==> src/ntc_pkg.sv <==
`default_nettype none

package ntc_pkg;

   localparam int SAMPLE_W     = 12;
   localparam int CHANNEL_W    = 5;
   localparam int TEMP_W       = 7;
   localparam int STATUS_W     = 2;

   localparam int SAMPLES_AVERAGED_DEF = 8;
   localparam int TABLE_POINTS         = 11;
   localparam int DEGREES_PER_STEP     = 10;
   localparam int INDEX_W              = $clog2(TABLE_POINTS);
   localparam int TEMP_MAX             = (TABLE_POINTS - 1) * DEGREES_PER_STEP;
   localparam int QUEUE_DEPTH          = 2;

   // Divider reading at each table point, descending, one point per step.
   localparam logic [SAMPLE_W-1:0] POINT_READING [TABLE_POINTS] = '{
      12'd3424, 12'd2987, 12'd2467, 12'd1930, 12'd1443, 12'd1040,
      12'd731,  12'd508,  12'd350,  12'd240,  12'd165
   };

   localparam int PROD_W = $clog2(int'(POINT_READING[0]) * DEGREES_PER_STEP + 1);

   localparam logic [STATUS_W-1:0] STATUS_INTERP = 2'd0;
   localparam logic [STATUS_W-1:0] STATUS_COLD   = 2'd1;
   localparam logic [STATUS_W-1:0] STATUS_HOT    = 2'd2;

   function automatic int sum_width(input int n);
      return $clog2(((1 << SAMPLE_W) - 1) * n + 1);
   endfunction

endpackage

`default_nettype wire

==> src/ntc_front.sv <==
`default_nettype none

module ntc_front #(
   parameter int SAMPLES_AVERAGED = ntc_pkg::SAMPLES_AVERAGED_DEF
) (
   input  logic                                             clock,
   input  logic                                             reset,
   input  logic                                             req_push,
   output logic                                             req_full,
   input  logic [ntc_pkg::SAMPLE_W-1:0]                     req_sample,
   input  logic [ntc_pkg::CHANNEL_W-1:0]                    req_channel,
   input  logic                                             req_restart,
   output logic                                             q_push,
   input  logic                                             q_full,
   output logic [ntc_pkg::sum_width(SAMPLES_AVERAGED)-1:0] q_sum,
   output logic [ntc_pkg::CHANNEL_W-1:0]                    q_channel
);
   import ntc_pkg::*;

   localparam int SUM_W = sum_width(SAMPLES_AVERAGED);
   localparam int POS_W = $clog2(SAMPLES_AVERAGED + 1);

   logic [POS_W-1:0] pos_ff, pos_in;
   logic [SUM_W-1:0] sum_ff, sum_in, sum_add;
   logic             accept, discard, last;

   assign req_full = q_full;
   assign accept   = req_push && !q_full;
   assign discard  = req_restart || (pos_ff == '0);
   assign last     = (pos_ff == POS_W'(SAMPLES_AVERAGED));
   assign sum_add  = sum_ff + SUM_W'(req_sample);

   always_comb begin
      pos_in = pos_ff;
      sum_in = sum_ff;
      if (accept) begin
         if (discard) begin
            pos_in = POS_W'(1);
            sum_in = '0;
         end else if (last) begin
            pos_in = '0;
            sum_in = '0;
         end else begin
            pos_in = pos_ff + POS_W'(1);
            sum_in = sum_add;
         end
      end
   end

   assign q_push    = accept && !discard && last;
   assign q_sum     = sum_add;
   assign q_channel = req_channel;

   always_ff @(posedge clock) begin
      if (reset) begin
         pos_ff <= '0;
         sum_ff <= '0;
      end else begin
         pos_ff <= pos_in;
         sum_ff <= sum_in;
      end
   end

endmodule

`default_nettype wire

==> src/ntc_fifo.sv <==
`default_nettype none

module ntc_fifo #(
   parameter int WIDTH = ntc_pkg::CHANNEL_W
) (
   input  logic             clock,
   input  logic             reset,
   input  logic             push,
   output logic             full,
   input  logic [WIDTH-1:0] wdata,
   input  logic             pop,
   output logic             empty,
   output logic [WIDTH-1:0] rdata
);
   import ntc_pkg::*;

   localparam int PTR_W = (QUEUE_DEPTH > 1) ? $clog2(QUEUE_DEPTH) : 1;
   localparam int CNT_W = $clog2(QUEUE_DEPTH + 1);

   logic [WIDTH-1:0] mem_ff [QUEUE_DEPTH];
   logic [PTR_W-1:0] wr_ptr_ff, wr_ptr_in, rd_ptr_ff, rd_ptr_in;
   logic [CNT_W-1:0] count_ff, count_in;
   logic             do_push, do_pop;

   assign full    = (count_ff == CNT_W'(QUEUE_DEPTH));
   assign empty   = (count_ff == '0);
   assign do_push = push && !full;
   assign do_pop  = pop && !empty;
   assign rdata   = mem_ff[rd_ptr_ff];

   always_comb begin
      wr_ptr_in = wr_ptr_ff;
      rd_ptr_in = rd_ptr_ff;
      count_in  = count_ff;
      if (do_push) begin
         wr_ptr_in = (wr_ptr_ff == PTR_W'(QUEUE_DEPTH - 1)) ? '0 : wr_ptr_ff + PTR_W'(1);
      end
      if (do_pop) begin
         rd_ptr_in = (rd_ptr_ff == PTR_W'(QUEUE_DEPTH - 1)) ? '0 : rd_ptr_ff + PTR_W'(1);
      end
      if (do_push && !do_pop) begin
         count_in = count_ff + CNT_W'(1);
      end else if (do_pop && !do_push) begin
         count_in = count_ff - CNT_W'(1);
      end
   end

   always_ff @(posedge clock) begin
      if (do_push) begin
         mem_ff[wr_ptr_ff] <= wdata;
      end
   end

   always_ff @(posedge clock) begin
      if (reset) begin
         wr_ptr_ff <= '0;
         rd_ptr_ff <= '0;
         count_ff  <= '0;
      end else begin
         wr_ptr_ff <= wr_ptr_in;
         rd_ptr_ff <= rd_ptr_in;
         count_ff  <= count_in;
      end
   end

endmodule

`default_nettype wire

==> src/ntc_back.sv <==
`default_nettype none

module ntc_back #(
   parameter int SAMPLES_AVERAGED = ntc_pkg::SAMPLES_AVERAGED_DEF
) (
   input  logic                                             clock,
   input  logic                                             reset,
   input  logic                                             q_empty,
   output logic                                             q_pop,
   input  logic [ntc_pkg::sum_width(SAMPLES_AVERAGED)-1:0] q_sum,
   input  logic [ntc_pkg::CHANNEL_W-1:0]                    q_channel,
   output logic                                             rsp_empty,
   input  logic                                             rsp_pop,
   output logic [ntc_pkg::TEMP_W-1:0]                       rsp_temperature,
   output logic [ntc_pkg::SAMPLE_W-1:0]                     rsp_average_reading,
   output logic [ntc_pkg::STATUS_W-1:0]                     rsp_range_status,
   output logic [ntc_pkg::CHANNEL_W-1:0]                    rsp_channel_tag
);
   import ntc_pkg::*;

   localparam int SUM_W = sum_width(SAMPLES_AVERAGED);
   localparam int DIV_W = (SUM_W > PROD_W) ? SUM_W : PROD_W;
   localparam int CNT_W = $clog2(DIV_W + 1);

   // average by reciprocal multiplication, exact for every sum below 2**SUM_W
   localparam int AVG_SH  = SUM_W + $clog2(SAMPLES_AVERAGED);
   localparam int AVG_MUL = ((1 << AVG_SH) + SAMPLES_AVERAGED - 1) / SAMPLES_AVERAGED;
   localparam int MUL_W   = SUM_W + 2;
   localparam int AVGP_W  = SUM_W + MUL_W;

   typedef enum logic [5:0] {
      ST_IDLE   = 6'b000001,
      ST_AVG    = 6'b000010,
      ST_LOOKUP = 6'b000100,
      ST_PREP   = 6'b001000,
      ST_INTERP = 6'b010000,
      ST_DONE   = 6'b100000
   } back_state_type;

   back_state_type        state_ff, state_in;
   logic [DIV_W-1:0]      dvd_ff, dvd_in;
   logic [SAMPLE_W-1:0]   rem_ff, rem_in;
   logic [SAMPLE_W-1:0]   dsr_ff, dsr_in;
   logic [CNT_W-1:0]      cnt_ff, cnt_in;
   logic [SAMPLE_W-1:0]   avg_ff, avg_in;
   logic [CHANNEL_W-1:0]  ch_ff, ch_in;
   logic [INDEX_W-1:0]    seg_ff, seg_in;
   logic [TEMP_W-1:0]     temp_ff, temp_in;
   logic [STATUS_W-1:0]   status_ff, status_in;
   logic                  out_valid_ff, out_valid_in;
   logic [TEMP_W-1:0]     out_temp_ff;
   logic [SAMPLE_W-1:0]   out_avg_ff;
   logic [STATUS_W-1:0]   out_status_ff;
   logic [CHANNEL_W-1:0]  out_ch_ff;

   // one restoring-division step
   logic [SAMPLE_W:0]     shifted, diff;
   logic                  qbit;
   logic [DIV_W-1:0]      step_dvd;
   logic [SAMPLE_W-1:0]   step_rem;

   logic [AVGP_W-1:0]     avg_prod;
   logic                  found;
   logic [INDEX_W-1:0]    seg_hit;
   logic [SAMPLE_W-1:0]   hi, lo, span;
   logic [PROD_W-1:0]     prod;
   logic [TEMP_W-1:0]     seg_temp;
   logic                  load_out;

   assign shifted  = {rem_ff, dvd_ff[DIV_W-1]};
   assign diff     = shifted - {1'b0, dsr_ff};
   assign qbit     = (shifted >= {1'b0, dsr_ff});
   assign step_rem = qbit ? diff[SAMPLE_W-1:0] : shifted[SAMPLE_W-1:0];
   assign step_dvd = {dvd_ff[DIV_W-2:0], qbit};

   assign avg_prod = AVGP_W'(dvd_ff[SUM_W-1:0]) * AVGP_W'(AVG_MUL);

   always_comb begin
      found   = 1'b0;
      seg_hit = '0;
      for (int k = 0; k < TABLE_POINTS - 1; k++) begin
         if (!found && (avg_ff <= POINT_READING[k]) && (avg_ff > POINT_READING[k+1])) begin
            found   = 1'b1;
            seg_hit = INDEX_W'(k);
         end
      end
   end

   assign hi       = POINT_READING[seg_ff];
   assign lo       = POINT_READING[seg_ff + INDEX_W'(1)];
   assign span     = hi - lo;
   assign prod     = PROD_W'(hi - avg_ff) * PROD_W'(DEGREES_PER_STEP);
   assign seg_temp = TEMP_W'(seg_ff) * TEMP_W'(DEGREES_PER_STEP);
   assign load_out = (state_ff == ST_DONE) && (!out_valid_ff || rsp_pop);

   always_comb begin
      state_in  = state_ff;
      dvd_in    = dvd_ff;
      rem_in    = rem_ff;
      dsr_in    = dsr_ff;
      cnt_in    = cnt_ff;
      avg_in    = avg_ff;
      ch_in     = ch_ff;
      seg_in    = seg_ff;
      temp_in   = temp_ff;
      status_in = status_ff;
      q_pop     = 1'b0;
      unique case (state_ff)
         ST_IDLE: begin
            if (!q_empty) begin
               q_pop    = 1'b1;
               dvd_in   = DIV_W'(q_sum);
               ch_in    = q_channel;
               state_in = ST_AVG;
            end
         end
         ST_AVG: begin
            avg_in   = avg_prod[AVG_SH +: SAMPLE_W];
            state_in = ST_LOOKUP;
         end
         ST_LOOKUP: begin
            if (avg_ff >= POINT_READING[0]) begin
               temp_in   = '0;
               status_in = STATUS_COLD;
               state_in  = ST_DONE;
            end else if (avg_ff <= POINT_READING[TABLE_POINTS-1]) begin
               temp_in   = TEMP_W'(TEMP_MAX);
               status_in = STATUS_HOT;
               state_in  = ST_DONE;
            end else if (found) begin
               seg_in   = seg_hit;
               state_in = ST_PREP;
            end else begin
               temp_in   = '0;
               status_in = STATUS_INTERP;
               state_in  = ST_DONE;
            end
         end
         ST_PREP: begin
            status_in = STATUS_INTERP;
            if (span == '0) begin
               temp_in  = seg_temp;
               state_in = ST_DONE;
            end else begin
               dvd_in   = DIV_W'(prod);
               dsr_in   = span;
               rem_in   = '0;
               cnt_in   = CNT_W'(DIV_W);
               state_in = ST_INTERP;
            end
         end
         ST_INTERP: begin
            if (cnt_ff == '0) begin
               temp_in  = seg_temp + dvd_ff[TEMP_W-1:0];
               state_in = ST_DONE;
            end else begin
               dvd_in = step_dvd;
               rem_in = step_rem;
               cnt_in = cnt_ff - CNT_W'(1);
            end
         end
         ST_DONE: begin
            if (load_out) begin
               state_in = ST_IDLE;
            end
         end
         default: begin
            state_in = ST_IDLE;
         end
      endcase
   end

   always_comb begin
      out_valid_in = out_valid_ff;
      if (load_out) begin
         out_valid_in = 1'b1;
      end else if (rsp_pop) begin
         out_valid_in = 1'b0;
      end
   end

   always_ff @(posedge clock) begin
      if (reset) begin
         state_ff     <= ST_IDLE;
         out_valid_ff <= 1'b0;
      end else begin
         state_ff     <= state_in;
         out_valid_ff <= out_valid_in;
      end
   end

   always_ff @(posedge clock) begin
      dvd_ff    <= dvd_in;
      rem_ff    <= rem_in;
      dsr_ff    <= dsr_in;
      cnt_ff    <= cnt_in;
      avg_ff    <= avg_in;
      ch_ff     <= ch_in;
      seg_ff    <= seg_in;
      temp_ff   <= temp_in;
      status_ff <= status_in;
      if (load_out) begin
         out_temp_ff   <= temp_ff;
         out_avg_ff    <= avg_ff;
         out_status_ff <= status_ff;
         out_ch_ff     <= ch_ff;
      end
   end

   assign rsp_empty           = !out_valid_ff;
   assign rsp_temperature     = out_temp_ff;
   assign rsp_average_reading = out_avg_ff;
   assign rsp_range_status    = out_status_ff;
   assign rsp_channel_tag     = out_ch_ff;

endmodule

`default_nettype wire

==> src/ntc_average_and_lut_temperature_top.sv <==
`default_nettype none

// Thermistor averaging and temperature conversion. Samples are taken one per
// cycle while req_full is low; each burst of SAMPLES_AVERAGED + 1 samples
// drops its first sample, sums the rest and hands the sum, with the channel of
// the last sample, to a two-item queue. The converter pops one item at a time:
// a multiply by the reciprocal of SAMPLES_AVERAGED forms the average, a table
// search picks the segment, and a restoring divider (one quotient bit per
// cycle) does the interpolation; a clamped reading skips the divider. A result
// waits in an output register until popped, and the converter holds its next
// result until that register is free. req_full is high while the queue holds
// two bursts, which happens when bursts arrive faster than one per conversion
// time. restart drops the partial burst and the sample it comes with starts a
// new burst as its discarded first sample. Status: 0 interpolated, 1 cold or
// open sensor (temperature 0), 2 hot or shorted sensor (temperature 100).
module ntc_average_and_lut_temperature_top #(
   parameter int SAMPLES_AVERAGED = ntc_pkg::SAMPLES_AVERAGED_DEF
) (
   input  logic                           clock,
   input  logic                           reset,
   input  logic                           req_push,
   output logic                           req_full,
   input  logic [ntc_pkg::SAMPLE_W-1:0]   req_sample,
   input  logic [ntc_pkg::CHANNEL_W-1:0]  req_channel,
   input  logic                           req_restart,
   output logic                           rsp_empty,
   input  logic                           rsp_pop,
   output logic [ntc_pkg::TEMP_W-1:0]     rsp_temperature,
   output logic [ntc_pkg::SAMPLE_W-1:0]   rsp_average_reading,
   output logic [ntc_pkg::STATUS_W-1:0]   rsp_range_status,
   output logic [ntc_pkg::CHANNEL_W-1:0]  rsp_channel_tag
);
   import ntc_pkg::*;

   localparam int SUM_W = sum_width(SAMPLES_AVERAGED);
   localparam int ITEM_W = SUM_W + CHANNEL_W;

   logic                 f_push, f_full, b_pop, b_empty;
   logic [SUM_W-1:0]     f_sum, b_sum;
   logic [CHANNEL_W-1:0] f_channel, b_channel;

   ntc_front #(
      .SAMPLES_AVERAGED(SAMPLES_AVERAGED)
   ) u_front (
      .clock       (clock),
      .reset       (reset),
      .req_push    (req_push),
      .req_full    (req_full),
      .req_sample  (req_sample),
      .req_channel (req_channel),
      .req_restart (req_restart),
      .q_push      (f_push),
      .q_full      (f_full),
      .q_sum       (f_sum),
      .q_channel   (f_channel)
   );

   ntc_fifo #(
      .WIDTH(ITEM_W)
   ) u_fifo (
      .clock (clock),
      .reset (reset),
      .push  (f_push),
      .full  (f_full),
      .wdata ({f_sum, f_channel}),
      .pop   (b_pop),
      .empty (b_empty),
      .rdata ({b_sum, b_channel})
   );

   ntc_back #(
      .SAMPLES_AVERAGED(SAMPLES_AVERAGED)
   ) u_back (
      .clock               (clock),
      .reset               (reset),
      .q_empty             (b_empty),
      .q_pop               (b_pop),
      .q_sum               (b_sum),
      .q_channel           (b_channel),
      .rsp_empty           (rsp_empty),
      .rsp_pop             (rsp_pop),
      .rsp_temperature     (rsp_temperature),
      .rsp_average_reading (rsp_average_reading),
      .rsp_range_status    (rsp_range_status),
      .rsp_channel_tag     (rsp_channel_tag)
   );

endmodule

`default_nettype wire

==> config.mk <==
export PLATFORM = sky130hd
export DESIGN_NAME = ntc_average_and_lut_temperature_top
export DESIGN_NICKNAME = d
export VERILOG_FILES = /design/src/ntc_pkg.sv /design/src/ntc_front.sv /design/src/ntc_fifo.sv /design/src/ntc_back.sv /design/src/ntc_average_and_lut_temperature_top.sv
export SDC_FILE = /design/constraint.sdc
export NUM_CORES = 1
export LEC_CHECK = 0
export BUFFER_PORTS_ARGS = -buffer_cell sky130_fd_sc_hd__buf_2
export CORE_ASPECT_RATIO = 0.7
export CORE_MARGIN = 5
export CORE_UTILIZATION = 60
export CTS_CLUSTER_DIAMETER = 150
export DETAILED_ROUTE_END_ITERATION = 6
export PLACE_DENSITY = 0.78
export SYNTH_ARGS = -nofsm -noshare
export SYNTH_HDL_FRONTEND = slang
export SYNTH_SLANG_ARGS = --single-unit
==> constraint.sdc <==
create_clock -name clock -period 15.2 [get_ports clock]
set_clock_uncertainty 0.1 [all_clocks]
set_input_delay 0.76 -clock clock [delete_from_list [all_inputs] [get_ports clock]]
set_output_delay 0.76 -clock clock [all_outputs]
set_load 0.02 [all_outputs]
# Yosys cells after proc, flatten, opt, wreduce, memory -nomap -nowiden

Memory sizes are Yosys's and may differ from the RTL's. A register that Yosys moved wholly into a read port is not among the register bits.
Index checks and enable logic that the tools add are counted.

$add $sub $neg: 12
Multipliers: 2
$lt $le $gt $ge: 25
Equality and inequality tests: 15
Multiplexer cells: 67
Bitwise logic cells: 6
Reductions and logical operators: 63

Operators by type and width:

| cell                    | number |
|---|---|
| $mux W12                | 7 |
| $mux W16                | 3 |
| $pmux W16 S3            | 1 |
| $mux W6                 | 7 |
| $gt A12 B11 Y1 const B  | 3 |
| $le A12 B11 Y1 const B  | 3 |
| $le A12 B12 Y1 const B  | 3 |
| $pmux W6 S6             | 1 |
| $mux W7                 | 5 |
| $mux W15                | 2 |
| $logic_and A1 B1 Y1     | 27 |
| $gt A12 B12 Y1 const B  | 2 |
| $gt A12 B8 Y1 const B   | 2 |
| $gt A12 B9 Y1 const B   | 2 |
| $le A12 B8 Y1 const B   | 2 |
| $le A12 B9 Y1 const B   | 2 |
| $pmux W12 S2            | 1 |
| $sub A12 B12 Y12        | 2 |
| $mux W1                 | 22 |
| $pmux W7 S3             | 1 |
| $mul A16 B3 Y15 const B | 1 |
| $add A15 B12 Y15        | 1 |
| $logic_not A1 Y1        | 15 |
| $mux W2                 | 7 |
| 42 further kinds        | 68 |

Flip-flop bits (word level): 131
Memory bits (writable): 40
ROM bits: 384
Logic and storage cells: 214
Memories: 3

Memories:

| memory          | depth | bits a word | read ports | clocked after memory_dff | wr ports | RTL line       | RTL |
|---|---|---|---|---|---|---|---|
| (no name shown) | 16    | 12          | 1          | 0                        | 0        | ntc_back.sv:89 | `assign hi = POINT_READING[seg_ff];` |
| (no name shown) | 16    | 12          | 1          | 0                        | 0        | ntc_back.sv:90 | `assign lo = POINT_READING[seg_ff + INDEX_W'(1)];` |
| u_fifo.mem_ff   | 2     | 20          | 1          | 1                        | 1        | ntc_fifo.sv:20 | `logic [WIDTH-1:0] mem_ff [QUEUE_DEPTH];` |

# Depth between registers and ports, before layout

Gate-level depths: netlist of run 1.

Word-level depth: 43
Gate-level depth with buffers: 23
Mapped depth without buffers: 23

# By module

A second synthesis of run 1 with hierarchy kept.

Cells, all modules: 1006
Area, all modules: 10598.9 µm²

Modules (own cells, without submodules):

| module    | times used | cells an instance | area an instance (µm²) |
|---|---|---|---|
| ntc_back  | 1          | 754               | 7531.0 |
| ntc_fifo  | 1          | 87                | 1654.1 |
| ntc_front | 1          | 165               | 1413.9 |

# Worst setup path after synthesis of run 1

No wires, ideal clock.

Path type: register to register
Start point: register u_back.seg_ff[1]
End point: register u_back.dvd_ff[0] (enable)
Arrival time: 4675 ps
Required time: 14691 ps
Slack: 10015 ps
Stages on the path, launching flop included: 16
Path buffers: 2
Period minus slack after synthesis: 5185 ps
Cell sequence: edfxtp_1 > ha_1 > clkbuf_1 > inv_1 > ha_1 > clkbuf_1 > mux2_2 > a21o_1 > ha_1 > o21a_2 > or3_1 > o311a_4 > mux2_4 > or4_4 > o31ai_4 > a31oi_1

Cells in the longest elaborated chain, start to end: 9
Elaborated cells on any way between the ends: 13
Those cells by class: 2 x add/sub; 1 x eq/ne; 4 x mux; 2 x bitwise; 2 x reduce/logical; 2 x memory

RTL lines:

| what                                        | RTL line        | RTL |
|---|---|---|
| start: declaration                          | ntc_back.sv:47  | `logic [INDEX_W-1:0] seg_ff, seg_in;` |
| start signal: assignment                    | ntc_back.sv:199 | `seg_ff <= seg_in;` |
| $add A4 B1 Y4                               | ntc_back.sv:90  |  |
| $not A4 Y5 (implied by the code)            | ntc_back.sv:90  |  |
| $mem_v2 Z16 W12                             | n/a             |  |
| $mux W12 (implied by the code) (2 in a row) | ntc_back.sv:90  |  |
| $sub A12 B12 Y12 (*)                        | ntc_back.sv:91  | `assign span = hi - lo;` |
| $logic_not A12 Y1 (*)                       | ntc_back.sv:141 | `if (span == '0) begin` |
| $ne A2 B2 Y1 (no line) (*)                  | n/a             |  |
| $reduce_and A4 Y1 (no line) (*)             | n/a             |  |
| end signal: assignment                      | ntc_back.sv:193 | `dvd_ff <= dvd_in;` |
| end: declaration                            | ntc_back.sv:41  | `logic [DIV_W-1:0] dvd_ff, dvd_in;` |

Mark *: on every way between the ends. The rest lies on a longest branch, timed or not. The select of a mux whose other input is x is not followed.
A chain may end at the register's enable or synchronous reset.

# Final worst setup path of run 1

Start point: register u_back.seg_ff[1]
End point: register u_back.dvd_ff[14], data pin

Cells in the longest elaborated chain, start to end: 8

RTL lines:

| what                                        | RTL line        | RTL |
|---|---|---|
| $not A4 Y5 (implied by the code)            | ntc_back.sv:89  |  |
| $mem_v2 Z16 W12                             | n/a             |  |
| $mux W12 (implied by the code) (2 in a row) | ntc_back.sv:89  |  |
| $sub A12 B12 Y13                            | ntc_back.sv:92  | `assign prod = PROD_W'(hi - avg_ff) * PROD_W'(DEGREES_PER_STEP);` |
| $mul A16 B3 Y15                             | ntc_back.sv:92  |  |
| $mux W16                                    | ntc_back.sv:141 |  |
| $pmux W16 S3                                | ntc_back.sv:108 | `unique case (state_ff)` |
| named net u_back.dvd_in[14]                 | ntc_back.sv:41  |  |

The timed path passes the listed nets, and every way through them passes these cells. The select of a mux whose other input is x is not followed.

==> impl_metrics.csv, run 1 <==
group,metric,value,unit
die,coreArea,0.0171,mm2
place,dp.cells,1253,
detailed_routing,drt_wl_total,23700,um
logic_synthesis,ys_top_cells_by_count,"edfxtp_1 (141), ha_1 (93), a21oi_1 (81)",
logic_synthesis,synth.distinct_cells,69,
cts,clock-root-buffer,"clkbuf_16",
power_and_ir_drop,p_comb_share,19.3,%
critical_path,worstReg2RegEnd,"u_back.dvd_ff[14]",
critical_path,cpMostUsedCell,"ha_1",
cells_and_area,final_cells,1285,
global_route,grt_pass1_wl,38500,um
logic_synthesis,async_flop_share,0,%
place,io_buffers,49,
die,dieWidth,168,um
cts,clk_pin_slew_worst_paths,0.07,ns
timing,worst_hold_slack,0.323,ns
power_and_ir_drop,ir_worst_vdd,0.0000879,V
die,start_util,61.0,%
outcome,outcome,"finished clean",
power_and_ir_drop,clock_power_share,33.5,%
logic_synthesis,synth_fp_nets,1118,
logic_synthesis,synth_top_area_share,40.5,%
detailed_routing,antenna_left,0,
cells_and_area,antenna_cells,0,
place,gp_congestion,0.915,
cts,cts_setup_buffers,0,
power_and_ir_drop,p_per_area,115,mW/mm2
detailed_routing,drtIter0Drc,814,
detailed_routing,routedWlPerCell,18.5,um
cells_and_area,post-route-util,67.4,%
detailed_routing,via_per_inst,6.16,
critical_path,cp_max_fo,13,
cts,cts.repair.resized,0,
logic_synthesis,synth_edf_count,141,
logic_synthesis,seq_area_frac_synth,46.5,%
timing,max_freq,167,MHz
cells_and_area,drive_above_1_share,11.6,%
timing,tightest_slew,1.19,ns
critical_path,cp_top_family,"compound AO/OA/AOI/OAI gates",
min_path,min_path_type,"reg -> reg",
critical_path,reg2regPathDepth,21,
power_and_ir_drop,switchingPower,0.405,mW
timing,rsz0062_at_grt,"false",
critical_path,arrival,6.03,ns
global_route,gr-total-overflow,0,
logic_synthesis,yosys.area.top_type,"edfxtp_1",
timing,period_needed,5.98,ns
logic_synthesis,yosysWarnings,0,
timing,setup_tns,0,ns
cts,cts.sinks,172,
logic_synthesis,synth_area,0.0104,mm2
die,die_h,120,um
detailed_routing,drc,0,
cells_and_area,final_net_count,1163,
cells_and_area,syn_to_final_growth,10.4,%
cells_and_area,fill_cells,1326,
cts,numCtsBuffers,17,
logic_synthesis,synthFlopType,"edfxtp_1",
logic_synthesis,synthCells,996,
critical_path,path_buf_inv,1,
power_and_ir_drop,sw_frac_of_total,30.6,%
die,die-area,0.0202,mm2
min_path,whs_endpoint,"u_back.rsp_channel_tag[3]",
critical_path,path_cells,"inv_1 -> ha_1 -> nor2_1 -> a211oi_1 -> a21oi_1 -> ha_1 -> fa_1 -> nor2b_1 -> o21ai_0 -> a21boi_0 -> o21ai_0 -> a21oi_1 -> a311o_1 -> xor2_1 -> ha_1 -> ha_1 -> or3_1 -> o31ai_1 -> o21ai_0 -> xnor2_1 -> o221ai_1",
die,ios,50,
place,placed_cell_area,0.0109,mm2
critical_path,rrSetupSlack,9.22,ns
cts,postCtsHoldBufs,0,
power_and_ir_drop,power_frac_seq,47.2,%
logic_synthesis,ys_seq_elements,172,
timing,hold_viol_final,0,
timing,maxSlewViolCount,0,
global_route,grt_max_degree,31,
critical_path,required,15.25,ns
min_path,whs_path_depth,0,
power_and_ir_drop,intPower,0.917,mW
timing,slew_headroom,20.2,%
die,rows,40,
logic_synthesis,synth.most_common_cell,"edfxtp_1",
global_route,antenna_found_initial,0,
cts,clockBufferDepth,2,
critical_path,cp-end-kind,"flop",
cells_and_area,fin_area,0.0115,mm2
global_route,first_global_vias,7368,
critical_path,max_stage_delay,0.68,ns
cts,clk_latency,0.44,ns
job,drv_cap,0,
place,dp_hpwl,17300,um
power_and_ir_drop,p_leak,4.50,nW
detailed_routing,dr_total_vias,7917,
min_path,worstHoldStart,"u_back.ch_ff[3]",
critical_path,worstSetupStartpointType,"flop",
detailed_routing,firstDrtPassIters,6,
critical_path,r2r_start,"u_back.seg_ff[1]",
logic_synthesis,postSynthAreaPerCell,10.5,um2
critical_path,cp_slowest_cell,"edfxtp_1",
critical_path,critical_path_class,"reg -> reg",
timing,finalCritPeriodShare,39.4,%
global_route,grt_use_total,24.0,%
cts,cts_tree,"built",
logic_synthesis,synthTopCellsByArea,"edfxtp_1 (41%), ha_1 (11%), dfxtp_1 (5.9%), a21oi_1 (3.9%), nor2_1 (2.9%)",
cts,h-tree-depth,4,
timing,setup_viol,0,
critical_path,crit_cells,21,
## sequential cells by signal, summed over array words and instances (netlist names), named ones only
register                    cells
u_back.avg_ff                  12
u_back.ch_ff                    5
u_back.cnt_ff                   5
u_back.dsr_ff                  12
u_back.dvd_ff                  16
u_back.out_valid_ff             1
u_back.rem_ff                  12
u_back.rsp_average_reading     12
u_back.rsp_channel_tag          5
u_back.rsp_range_status         2
u_back.rsp_temperature          7
u_back.seg_ff                   4
u_back.state_ff                 6
u_back.status_ff                2
u_back.temp_ff                  7
u_fifo.count_ff                 2
u_fifo.mem_ff                  40
u_fifo.rd_ptr_ff                1
u_fifo.wr_ptr_ff                1
u_front.pos_ff                  4
u_front.sum_ff                 15
## layer usage
| layer | wire [um] | vias up | global-route usage [%] |
|---|---|---|---|
| met3 | 2230 | 34 | 6.44 |
| met5 | 0 | - | 0 |
| met1 | 11100 | 3730 | 35.6 |
| met2 | 10100 | 330 | 35.3 |
| met4 | 283 | 0 | 5.93 |
| li1 | - | 3823 | - |
## worst max path at each step
stage	start	end
after floorplan	u_back.seg_ff[1]	u_back.dvd_ff[0]
after global placement	u_back.seg_ff[1]	u_back.dvd_ff[15]
after detailed placement	u_back.seg_ff[1]	u_back.dvd_ff[14]
after CTS	u_back.seg_ff[1]	u_back.dvd_ff[14]
after global routing	u_back.seg_ff[1]	u_back.dvd_ff[14]
final	u_back.seg_ff[1]	u_back.dvd_ff[14]
## kinds of logic after synthesis
family | share of synthesized area (%)
compound gates | 16.7
xor+xnor | 4.86
fa+ha+maj | 12.5
buf+inv | 3.27
flops | 46.5
mux | 2.96
simple gates | 13.3
## power groups by stage
stage | registers, mW | clock network (mW) | logic [mW]
global route | 0.629 | 0.471 | 0.286
detailed placement | 0.633 | 0 | 0.251
global placement | 0.632 | 0 | 0.243
floorplan | 0.605 | 0 | 0.203
CTS | 0.623 | 0.445 | 0.255
finish | 0.624 | 0.443 | 0.255
## worst register-to-register path, cell delays in order, from the launching register on
cell,delay (ns)
edfxtp_1,0.68
inv_1,0.27
ha_1,0.50
nor2_1,0.08
a211oi_1,0.24
a21oi_1,0.10
ha_1,0.25
fa_1,0.41
nor2b_1,0.12
o21ai_0,0.10
a21boi_0,0.26
o21ai_0,0.16
a21oi_1,0.24
a311o_1,0.26
xor2_1,0.25
ha_1,0.27
ha_1,0.24
or3_1,0.32
o31ai_1,0.33
o21ai_0,0.19
xnor2_1,0.16
o221ai_1,0.15
## metrics by stage
| step | setup slack (ns) | total power [mW] |
|---|---|---|
| finish | 9.22 | 1.32 |
| CTS | 9.31 | 1.32 |
| global placement | 9.59 | 0.874 |
| floorplan | 10.02 | 0.808 |
| detailed placement | 9.35 | 0.884 |
| global route | 8.75 | 1.38 |
## final cells by class
cell class | count | area, um2 | area share, %
Multi-Input combinational cell | 733 | 5270 | 45.7
Inverter | 64 | 240 | 2.08
Tap cell | 231 | 289 | 2.51
Clock inverter | 15 | 174 | 1.51
Timing Repair Buffer | 53 | 275 | 2.39
Sequential cell | 172 | 4850 | 42.1
Clock buffer | 17 | 425 | 3.69
## cell usage in the layout, fill, tap and decap left out, drive strengths merged, types with 6 or more instances in the layout
cell type | netlist | final
edfxtp | 141 | 141
ha | 93 | 93
a21oi | 81 | 81
nor2 | 80 | 80
inv | 64 | 72
o21ai | 59 | 59
nand2 | 58 | 58
buf | 2 | 53
xnor2 | 34 | 34
dfxtp | 31 | 31
nor3 | 26 | 26
nand3 | 25 | 25
xor2 | 24 | 24
a21o | 18 | 18
mux2i | 17 | 17
clkbuf | 25 | 17
nand2b | 14 | 14
nor2b | 14 | 14
mux2 | 12 | 12
or3 | 12 | 12
nor4 | 11 | 11
o31ai | 11 | 11
nand4 | 10 | 10
and3 | 9 | 9
a22o | 9 | 9
a211oi | 9 | 9
fa | 7 | 7
o21a | 7 | 7
o221ai | 6 | 6
a22oi | 6 | 6
a31oi | 6 | 6
(Power assumes the default switching activity.)
==> run 2, diff against run 1 <==
--- a/config.mk
+++ b/config.mk
@@ -8,10 +8,10 @@
 export BUFFER_PORTS_ARGS = -buffer_cell sky130_fd_sc_hd__buf_2
 export CORE_ASPECT_RATIO = 0.7
 export CORE_MARGIN = 5
-export CORE_UTILIZATION = 60
+export CORE_UTILIZATION = 56
 export CTS_CLUSTER_DIAMETER = 150
 export DETAILED_ROUTE_END_ITERATION = 6
-export PLACE_DENSITY = 0.78
+export PLACE_DENSITY = 0.77
 export SYNTH_ARGS = -nofsm -noshare
 export SYNTH_HDL_FRONTEND = slang
 export SYNTH_SLANG_ARGS = --single-unit
==> constraint.sdc (replaced) <==
create_clock -name clock -period 5.1 [get_ports clock]
set_clock_uncertainty 0.1 [all_clocks]
set_input_delay 0.255 -clock clock [delete_from_list [all_inputs] [get_ports clock]]
set_output_delay 0.255 -clock clock [all_outputs]
set_load 0.02 [all_outputs]
==> impl_metrics.csv, run 2 (synthesis gave the netlist of run 1 again) <==
group,metric,value,unit
outcome,outcome,"finished clean",
critical_path,worstSetupStartpointType,"flop",
place,gp_congestion,0.963,
cells_and_area,fill_cells,1421,
timing,worst_hold_slack,0.0638,ns
critical_path,critical_path_class,"reg -> reg",
global_route,grt_max_degree,31,
timing,maxSlewViolCount,0,
cells_and_area,top_regs,"u_fifo.mem_ff: 40 flops, u_back.dvd_ff: 16 flops, u_front.sum_ff: 15 flops",
die,rows,41,
detailed_routing,drc,0,
cts,clock-root-buffer,"clkbuf_16",
critical_path,arrival,4.92,ns
critical_path,rrSetupSlack,0.22,ns
power_and_ir_drop,p_per_area,336,mW/mm2
timing,slew_headroom,20.7,%
critical_path,reg2regPathDepth,22,
min_path,whs_endpoint,"u_front.pos_ff[0]",
detailed_routing,via_per_inst,6.08,
critical_path,cp_max_fo,4,
min_path,whs_path_depth,3,
cells_and_area,largest_reg_flops,40,
critical_path,cp-end-kind,"flop",
job,drv_cap,0,
detailed_routing,antenna_left,0,
timing,finalCritPeriodShare,95.6,%
cts,cts_tree,"built",
power_and_ir_drop,sw_frac_of_total,30.6,%
global_route,gr-total-overflow,0,
timing,hold_viol_final,0,
cells_and_area,final_net_count,1194,
timing,max_freq,205,MHz
timing,setup_tns,0,ns
cts,numCtsBuffers,17,
power_and_ir_drop,clock_power_share,33.3,%
power_and_ir_drop,intPower,2.75,mW
timing,period_needed,4.88,ns
detailed_routing,drt_wl_total,24000,um
cells_and_area,final_common_cell,"edfxtp_1",
timing,tightest_slew,1.18,ns
detailed_routing,firstDrtPassIters,7,
cells_and_area,antenna_cells,0,
place,dp_hpwl,17400,um
critical_path,worstReg2RegEnd,"u_back.dvd_ff[13]",
min_path,min_path_type,"in -> reg",
detailed_routing,drtIter0Drc,891,
critical_path,required,5.14,ns
timing,setup_viol,0,
power_and_ir_drop,power.total,3.96,mW
cells_and_area,final_cell_mix,"edfxtp_1 (141), ha_1 (92), nor2_1 (79), a21oi_1 (79), inv_1 (64)",
critical_path,r2r_start,"u_back.seg_ff[0]",
power_and_ir_drop,p_leak,4.66,nW
die,dieWidth,173,um
cts,clk_latency,0.44,ns
die,start_util,57.5,%
cts,clockBufferDepth,2,
cts,clk_pin_slew_worst_paths,0.07,ns
die,ios,50,
cts,h-tree-depth,4,
min_path,worstHoldStart,"req_push",
cells_and_area,syn_to_final_growth,13.1,%
place,io_buffers,49,
die,die-area,0.0215,mm2
die,die_h,124,um
cells_and_area,largest-register,"u_fifo.mem_ff",
global_route,first_global_vias,7405,
power_and_ir_drop,ir_worst_vdd,0.000196,V
global_route,grt_pass1_wl,38800,um
die,coreArea,0.0182,mm2
global_route,antenna_found_initial,0,
power_and_ir_drop,p_comb_share,19.9,%
place,placed_cell_area,0.0111,mm2
power_and_ir_drop,power_frac_seq,46.8,%
detailed_routing,dr_total_vias,8038,
power_and_ir_drop,switchingPower,1.21,mW
cells_and_area,drive_above_1_share,14.5,%
global_route,grt_use_total,22.0,%
cells_and_area,fin_area,0.0118,mm2
detailed_routing,routedWlPerCell,18.2,um
cts,cts.sinks,172,
run 2: changes by cell type in the layout (fill, tap and decap cells not counted), sizes merged:
cell | previous run | this run
buf | 53 | 79
clkinv | 5 | 4
dlygate4sd3 | 0 | 5
inv | 72 | 73
run 2: final cells by class:
type	count	area (um2)	share of cell area, %
Multi-Input combinational cell	733	5310	44.9
Sequential cell	172	4850	41.1
Timing Repair Buffer	84	520	4.41
Clock buffer	17	425	3.60
Tap cell	236	295	2.50
Inverter	64	240	2.03
Clock inverter	15	169	1.43
run 2: how the worst max path moves through the flow:
stage,start,to,depth (start not counted)
2_1_floorplan,u_back.seg_ff[1],u_back.cnt_ff[0],15
3_3_place_gp,u_back.seg_ff[0],u_back.dvd_ff[15],22
3_5_place_dp,u_back.seg_ff[0],u_back.dvd_ff[15],22
4_1_cts,u_back.seg_ff[2],u_back.temp_ff[5],15
5_1_grt,u_back.seg_ff[0],u_back.dvd_ff[14],21
6_report,u_back.seg_ff[0],u_back.dvd_ff[13],22
run 2: per-layer routing:
layer,GRT usage [%],vias up,routed length [um]
li1,-,3883,-
met1,33.5,3843,11500
met2,31.8,293,10300
met3,5.61,19,1910
met4,4.60,0,239
met5,0,-,0
run 2: per-stage QoR:
step / setup slack [ns] / util (%) / instances
final: 0.222 / 65.0 / 1321
after global routing: -0.0851 / 65.0 / 1321
after CTS: 0.0466 / 64.6 / 1314
after detailed placement: -0.0615 / 61.0 / 1277
after global placement: 0.120 / 61.0 / 1277
after floorplan: 0.0129 / - / 996
run 2: power groups by stage:
stage	combinational, mW	sequential [mW]	clock (mW)
detailed placement	0.756	1.88	0
CTS	0.775	1.85	1.33
global placement	0.743	1.88	0
floorplan	0.610	1.80	0
global route	0.882	1.87	1.39
finish	0.789	1.86	1.32
run 2: what timing repair did:
| action | 4_1_cts | 5_1_grt |
|---|---|---|
| endpoints found under the setup margin | 3 | 56 |
| buffers inserted | 0 | 7 |
| resized for setup | 2 | 10 |
| hold buffers | 5 | 0 |
| pin swaps | 0 | 4 |
| cloned | 0 | 0 |
| hold endpoints to repair | 10 | 0 |
run 2: worst max-delay path: stages (launching register included):
cell and delay (ns):
edfxtp_1 0.44, inv_1 0.14, ha_1 0.27, nor2_1 0.16
a211oi_2 0.06, a21oi_2 0.14, ha_2 0.22, fa_2 0.22
nor2b_1 0.05, o21ai_1 0.16, a21boi_1 0.11, o21ai_1 0.21
a21oi_2 0.09, a311o_1 0.37, xor2_2 0.17, ha_1 0.30
ha_1 0.32, or2_2 0.30, a21o_1 0.19, o41ai_2 0.05
buf_4 0.17, xor2_1 0.20, o221ai_1 0.15
==> run 3, diff against run 2 <==
--- a/config.mk
+++ b/config.mk
@@ -11,7 +11,8 @@
 export CORE_UTILIZATION = 56
 export CTS_CLUSTER_DIAMETER = 150
 export DETAILED_ROUTE_END_ITERATION = 6
-export PLACE_DENSITY = 0.77
+export GPL_TIMING_DRIVEN = 1
+export PLACE_DENSITY_LB_ADDON = 0.2
 export SYNTH_ARGS = -nofsm -noshare
 export SYNTH_HDL_FRONTEND = slang
 export SYNTH_SLANG_ARGS = --single-unit
==> impl_metrics.csv, run 3 (synthesis gave the netlist of run 1 again) <==
group,metric,value,unit
cells_and_area,largest-register,"u_fifo.mem_ff",
power_and_ir_drop,p_leak,4.66,nW
cells_and_area,final_cell_mix,"edfxtp_1 (141), ha_1 (91), nor2_1 (79), a21oi_1 (78), inv_1 (60)",
critical_path,cp-end-kind,"flop",
critical_path,cp_top_family,"adder cells",
critical_path,critical_path_class,"reg -> reg",
cts,cts.sinks,172,
cells_and_area,final_common_cell,"edfxtp_1",
global_route,gr-total-overflow,0,
die,die-area,0.0215,mm2
cts,clk_pin_slew_worst_paths,0.07,ns
cells_and_area,final_cells,1324,
global_route,grt_max_degree,31,
cells_and_area,antenna_cells,0,
timing,setup_viol,0,
timing,slew_headroom,20.7,%
cells_and_area,syn_to_final_growth,13.7,%
cells_and_area,top_regs,"u_fifo.mem_ff: 40 flops, u_back.dvd_ff: 16 flops, u_front.sum_ff: 15 flops",
critical_path,path_cells,"buf_4 -> ha_2 -> inv_2 -> ha_2 -> inv_2 -> o21ai_0 -> a21oi_1 -> nor2_1 -> ha_1 -> fa_1 -> nand2b_4 -> a21oi_4 -> o311a_4 -> mux2_4 -> or4_4 -> o31ai_4 -> buf_4 -> clkinvlp_4 -> buf_4",
critical_path,cp_max_fo,12,
detailed_routing,via_per_inst,6.05,
global_route,antenna_found_initial,0,
die,start_util,57.5,%
cts,clock-root-buffer,"clkbuf_16",
timing,max_freq,203,MHz
detailed_routing,antenna_left,0,
die,rows,41,
detailed_routing,drt_wl_total,23800,um
place,dp.cells,1275,
cts,h-tree-depth,4,
outcome,outcome,"finished clean",
cells_and_area,fill_cells,1444,
detailed_routing,drtIter0Drc,834,
cells_and_area,drive_above_1_share,15.3,%
critical_path,arrival,5.00,ns
die,die_h,124,um
place,gp_congestion,0.902,
critical_path,path_buf_inv,6,
global_route,grt_pass1_wl,38500,um
critical_path,cpMostUsedCell,"buf_4",
detailed_routing,drc,0,
cts,numCtsBuffers,17,
timing,hold_viol_final,0,
min_path,worstHoldStart,"req_push",
detailed_routing,dr_total_vias,8007,
power_and_ir_drop,power.total,3.97,mW
place,dp_hpwl,17500,um
critical_path,max_stage_delay,0.57,ns
critical_path,crit_path_start,"u_back.seg_ff[0]",
critical_path,required,5.18,ns
job,drv_cap,0,
timing,finalCritPeriodShare,96.4,%
timing,tightest_slew,1.18,ns
cts,clockBufferDepth,2,
critical_path,worstSetupStartpointType,"flop",
timing,maxSlewViolCount,0,
critical_path,cp_slowest_cell,"or4_4",
timing,setup_tns,0,ns
min_path,min_path_type,"in -> reg",
cts,clk_latency,0.44,ns
cts,cts_tree,"built",
place,io_buffers,49,
global_route,first_global_vias,7419,
timing,period_needed,4.92,ns
detailed_routing,firstDrtPassIters,5,
cells_and_area,final_net_count,1197,
critical_path,r2r_start,"u_back.seg_ff[0]",
cells_and_area,largest_reg_flops,40,
detailed_routing,routedWlPerCell,18.0,um
die,coreArea,0.0182,mm2
die,ios,50,
power_and_ir_drop,ir_worst_vdd,0.000201,V
power_and_ir_drop,p_per_area,335,mW/mm2
die,dieWidth,173,um
global_route,grt_use_total,22.0,%
-- run 3: changes by cell type in the layout (fill, tap and decap cells not counted), sizes merged --
cell	previous run	this run
inv	73	71
bufinv	1	0
buf	79	82
clkinv	4	6
clkinvlp	1	2
-- run 3: path summary, 6_finish.rpt --
path / end / slack [ns] / cells past startpoint
worst min-delay path: u_front.pos_ff[0] / 0.05 / 3
worst max-delay path: u_back.dsr_ff[5] / 0.18 / 19
worst max register to register: u_back.dsr_ff[5] / 0.18 / 19
worst min register to register: u_back.rsp_channel_tag[3] / 0.31 / 0
-- run 3: timing repair --
item,in CTS,in global routing
gates cloned,0,1
hold buffers,5,0
endpoints found under the hold margin,10,0
setup endpoints to repair,22,56
pin swaps,1,5
gates resized for setup,6,22
setup buffers,0,11
-- run 3: tightest hold or removal path, stage by stage --
cell       delay [ns]
buf_2            0.11
a21oi_1          0.10
a2111oi_0        0.06
-- run 3: layout make-up --
class                           instances  area (um2)  share of cell area [%]
Clock buffer                           17         425                    3.58
Timing Repair Buffer                   87         547                    4.61
Clock inverter                         15         173                    1.45
Tap cell                              236         295                    2.49
Inverter                               64         244                    2.06
Multi-Input combinational cell        733        5330                    44.9
Sequential cell                       172        4850                    40.9
-- run 3: power breakdown --
group	switching (mW)	total, mW	internal (mW)
clock	0.636	1.30	0.662
sequential	0.144	1.86	1.71
combinational	0.468	0.818	0.350
-- run 3: metrics by stage --
step / hold slack, ns / utilization, % / worst slack, ns / cell area [um2]
final: 0.0497 / 65.4 / 0.184 / 11900
after global routing: 0.0516 / 65.4 / -0.0414 / 11900
after CTS: 0.0405 / 64.6 / 0.0315 / 11700
after detailed placement: 0.305 / 60.9 / -0.127 / 11100
after global placement: 0.300 / 60.9 / 0.0619 / 11100
after floorplan: 0.245 / - / 0.0129 / 10500
-- run 3: metal layers --
layer / part of all wire (%) / vias to the layer above / GRT usage, %
li1: - / 3894 / -
met1: 50 / 3784 / 34.2
met2: 40 / 307 / 30.5
met3: 8.2 / 22 / 6.10
met4: 0.87 / 0 / 4.83
met5: 0 / - / 0
